===== config.mk =====
export PLATFORM = sky130hd
export DESIGN_NAME = salru_ram
export DESIGN_NICKNAME = d
export VERILOG_FILES = /design/src/hw/rtl/salru_pkg.sv /design/src/hw/rtl/salru_ram.sv
export SDC_FILE = /design/constraint.sdc
export NUM_CORES = 1
export LEC_CHECK = 0
export ABC_AREA = 1
export BUFFER_PORTS_ARGS = -buffer_cell sky130_fd_sc_hd__clkbuf_2
export CAP_MARGIN = 10
export CORE_MARGIN = 2
export CORE_UTILIZATION = 45
export DETAILED_ROUTE_END_ITERATION = 10
export PLACE_DENSITY_LB_ADDON = 0.2
export SETUP_SLACK_MARGIN = 0.4
export SYNTH_ARGS = -nofsm -noshare
export SYNTH_HDL_FRONTEND = slang
export SYNTH_SLANG_ARGS = --single-unit

===== constraint.sdc =====
create_clock -name i_clk -period 1.7 [get_ports i_clk]
set_input_delay 0.085 -clock i_clk [delete_from_list [all_inputs] [get_ports i_clk]]
set_output_delay 0.085 -clock i_clk [all_outputs]
set_load 0.05 [all_outputs]

===== src/hw/rtl/salru_pkg.sv =====
// shared types, codes and defaults of the set-associative lru cache tracker
package salru_pkg;

    localparam int ADDR_W     = 32;
    localparam int CFG_DATA_W = 4;
    localparam int CFG_IDX_W  = 3;
    localparam int FETCH_W    = 6;
    localparam int COPY_W     = 18;

    localparam int DEF_MAX_INDEX_BITS = 9;
    localparam int DEF_MAX_WAYS       = 8;
    localparam int DEF_ADDRESS_BITS   = 32;

    // item actions
    localparam logic [1:0] ACT_LOAD  = 2'd0;
    localparam logic [1:0] ACT_STORE = 2'd1;
    localparam logic [1:0] ACT_FETCH = 2'd2;
    localparam logic [1:0] ACT_FLUSH = 2'd3;

    // configuration register indexes
    localparam logic [CFG_IDX_W-1:0] CFG_SPLIT      = 3'd0;
    localparam logic [CFG_IDX_W-1:0] CFG_DATA_IDX   = 3'd1;
    localparam logic [CFG_IDX_W-1:0] CFG_INSTR_IDX  = 3'd2;
    localparam logic [CFG_IDX_W-1:0] CFG_OFFSET     = 3'd3;
    localparam logic [CFG_IDX_W-1:0] CFG_WAYS       = 3'd4;
    localparam logic [CFG_IDX_W-1:0] CFG_WRITE_BACK = 3'd5;
    localparam logic [CFG_IDX_W-1:0] CFG_WRITE_ALLOC = 3'd6;

    typedef enum logic [2:0] {
        ST_CLEAR,
        ST_IDLE,
        ST_INDEX,
        ST_READ,
        ST_SCAN,
        ST_UPDATE,
        ST_FLUSH,
        ST_FLUSH_LAST
    } t_state;

endpackage


===== src/hw/rtl/salru_ram.sv =====
// single write port, single read port set row memory with registered read data
module salru_ram
    import salru_pkg::*;
#(
    parameter int WIDTH = 8,
    parameter int DEPTH = 16,
    parameter int AW    = 4
) (
    input  logic             i_clk,
    input  logic             i_we,
    input  logic [AW-1:0]    i_waddr,
    input  logic [WIDTH-1:0] i_wdata,
    input  logic             i_re,
    input  logic [AW-1:0]    i_raddr,
    output logic [WIDTH-1:0] o_rdata
);

    logic [WIDTH-1:0] r_mem [DEPTH];
    logic [WIDTH-1:0] r_rdata;

    always_ff @(posedge i_clk) begin
        if (i_we) begin
            r_mem[i_waddr] <= i_wdata;
        end
    end

    always_ff @(posedge i_clk) begin
        if (i_re) begin
            r_rdata <= r_mem[i_raddr];
        end
    end

    assign o_rdata = r_rdata;

endmodule


==> impl_metrics.toml <==
[die]
rows = 41
die_area_um2 = 13920
die_height_um = 118.0
dieWidth_um = 118.0
core-area_um2 = 12670
pin_count = 27
start_util = 0.4614

[worst_setup_path]
slowest_stage = "edfxtp_1"
max_stage_delay_ns = 0.43
rr_endpoint = "o_rdata[0]"
r2r_cells = 6
crit_buf_inv = 1
critPathTopFamily = "flip-flops"
start_kind = "register"
crit_fanout = 1
crit_path_end_kind = "output port"
crit_arrival_ns = 1.12
required_ns = 1.62
rr_startpoint = "r_mem[5][0]"
path_class = "reg -> out"
ff2ff_setup_slack_ns = 0.51
cp_cell_sequence = "clkbuf_2"

[synthesis]
yosysMostFrequentCell = "nand2_1"
synth_top_cell_area_share = 0.6985
synth_edf_count = 136
synth-seq-cells = 136
yosys-top-cells-count = "nand2_1, edfxtp_1, inv_1, nand3_1, nor2_1"
synth.distinct_cells = 11
syn_area_um2 = 5847
yosys_warnings = 0
synth_area_leaders = "edfxtp_1, nand2_1, nand3_1"
synth_cells = 551
avgSynthCellArea_um2 = 10.61
ys_seq_area_frac = 0.6985
synthArstFlopShare = 0
synth_nets = 570
synth_top_flop_cell = "edfxtp_1"
yosys.area.top_type = "edfxtp_1"

[cts]
cts_tree = "built"
clk_path_buf_depth = 2
ctsResizeCount = 0
cts_max_level = 4
cts-root-buf = "clkbuf_16"
clock_sinks = 136
cts_hold_buf = 0
clk_pin_slew_ns = 0.06
post_cts_buffers = 0
numCtsBuffers = 17
worstSkewPairLatency_ns = 0.42

[grt]
grt_first_pass_wirelength_um = 20500
grt_util_all_layers = 0.2037
grt_max_degree = 33
grt_overflow = 0
grt_pass1_vias = 3646
antenna_found_initial = 0

[final_layout]
diodes = 0
layout-drive-gt1-share = 0.1332
nets = 614
syn2layout_area_growth_pct = 17.27
final_area_um2 = 6857
instances_no_fill = 780

[placement]
place_hpwl_um = 8085
port_buffers = 26
placedCellCount = 748
globalplace.congestion = 0.8501
place_ws_ns = 0.2159
postPlaceCellArea_um2 = 6198

[timing]
setup_viol = 0
min_period_ns = 1.205
hold_violations = 0
clock.fmax_mhz = 830.1
relSlewSlack = 0.5764
timing.hold.ws_ns = 0.06618
rsz0062_at_grt = "no"
setup_tns_ns = 0
setup_slack_ns = 0.4953
tightest_slew_ns = 0.6345
fin_crit_sh = 0.7086
drv_slew = 0
skew_ns = 0.005799

[hold_path]
hp-start = "i_re"
hold_path_class = "in -> reg"
whs_endpoint = "o_rdata[6]"
min_delay_path_depth = 1

[power]
powerDensity_nw_per_um2 = 1222
power.leakage_uw = 0.002976
peakVddDrop_v = 0.0007910

[route]
first_pass_iters = 4
wl_um = 13140
via_per_inst = 4.917
num_vias = 3835
drc = 0
ant_nets = 0
first_iter_violations = 322
routedWlPerCell_um = 16.85

[run]
maxCapViolCount = 0

[outcome]
status = "finished, final reports clean"
## how the worst max path moves through the flow
stage | startpoint | endpoint | slack, ns | cells past startpoint
final | o_rdata[7] | o_rdata[7] | 0.50 | 1
after global routing | r_mem[14][2] | o_rdata[2] | 0.43 | 6
after CTS | o_rdata[7] | o_rdata[7] | 0.49 | 1
after detailed placement | i_raddr[0] | o_rdata[0] | 0.22 | 8
after global placement | i_raddr[0] | o_rdata[0] | 0.25 | 7
after floorplan | i_waddr[2] | r_mem[10][0] | 0.66 | 2
## worst reg2reg max path, delay by kind of cell, from the launching register on
family / cells / cell delay (ns)
and+or+nand+nor: 5 / 0.48
buffers and inverters: 1 / 0.07
DFF: 1 / 0.39
## flip-flops by register name, indices dropped and copies added, names as in the netlist
| register | cells |
|---|---|
| r_mem | 128 |
| o_rdata | 8 |
## per-layer routing
metal / vias up / track usage / wire, um
li1: 1869 / - / -
met1: 1829 / 0.2758 / 5878
met2: 111 / 0.3103 / 6074
met3: 26 / 0.05572 / 851
met4: 0 / 0.08660 / 339
met5: - / 0 / 0
## placed cells by master, fill, tap and decap left out
master      Yosys  routed
buf_4           4      23
clkinv_4        0       2
edfxtp_1      136     136
clkinv_2        0       4
clkbuf_16       0      17
bufinv_16       0       6
clkinvlp_4      0       1
nor2_1         17      17
nand3_1        97      97
clkbuf_2        0      26
nand2_1       173     173
clkbuf_1        0       1
clkinv_1        0       1
inv_2           2       2
inv_1         100     100
nand3b_1        2       2
## cell families (layout without fill, tap and decap cells)
kind of cell,Yosys count,in the layout,synth area share
simple gates,289,289,0.2076
flops,136,136,0.6985
buf+inv,126,183,0.09394
## power breakdown
group / switching [uW] / internal [uW] / leakage (uW)
clock network: 1340 / 2730 / 0.000321
registers: 23.7 / 3780 / 0.00124
logic: 371 / 129 / 0.00142
total: 1740 / 6640 / 0.00298
## final cells by class
| class | instances | area [um2] |
|---|---|---|
| Clock inverter | 14 | 229.0 |
| Inverter | 102 | 382.9 |
| Fill cell | 1140 | 5814 |
| Clock buffer | 18 | 429.2 |
| Timing Repair Buffer | 49 | 302.8 |
| Multi-Input combinational cell | 289 | 1214 |
| Tap cell | 172 | 215.2 |
| Sequential cell | 136 | 4084 |
## stage by stage
step	util	total power (uW)
detailed placement	0.4892	4378
global route	0.5411	8633
global placement	0.4892	4371
finish	0.5411	8382
floorplan	-	4187
CTS	0.5411	8452
(Power assumes the default switching activity.)
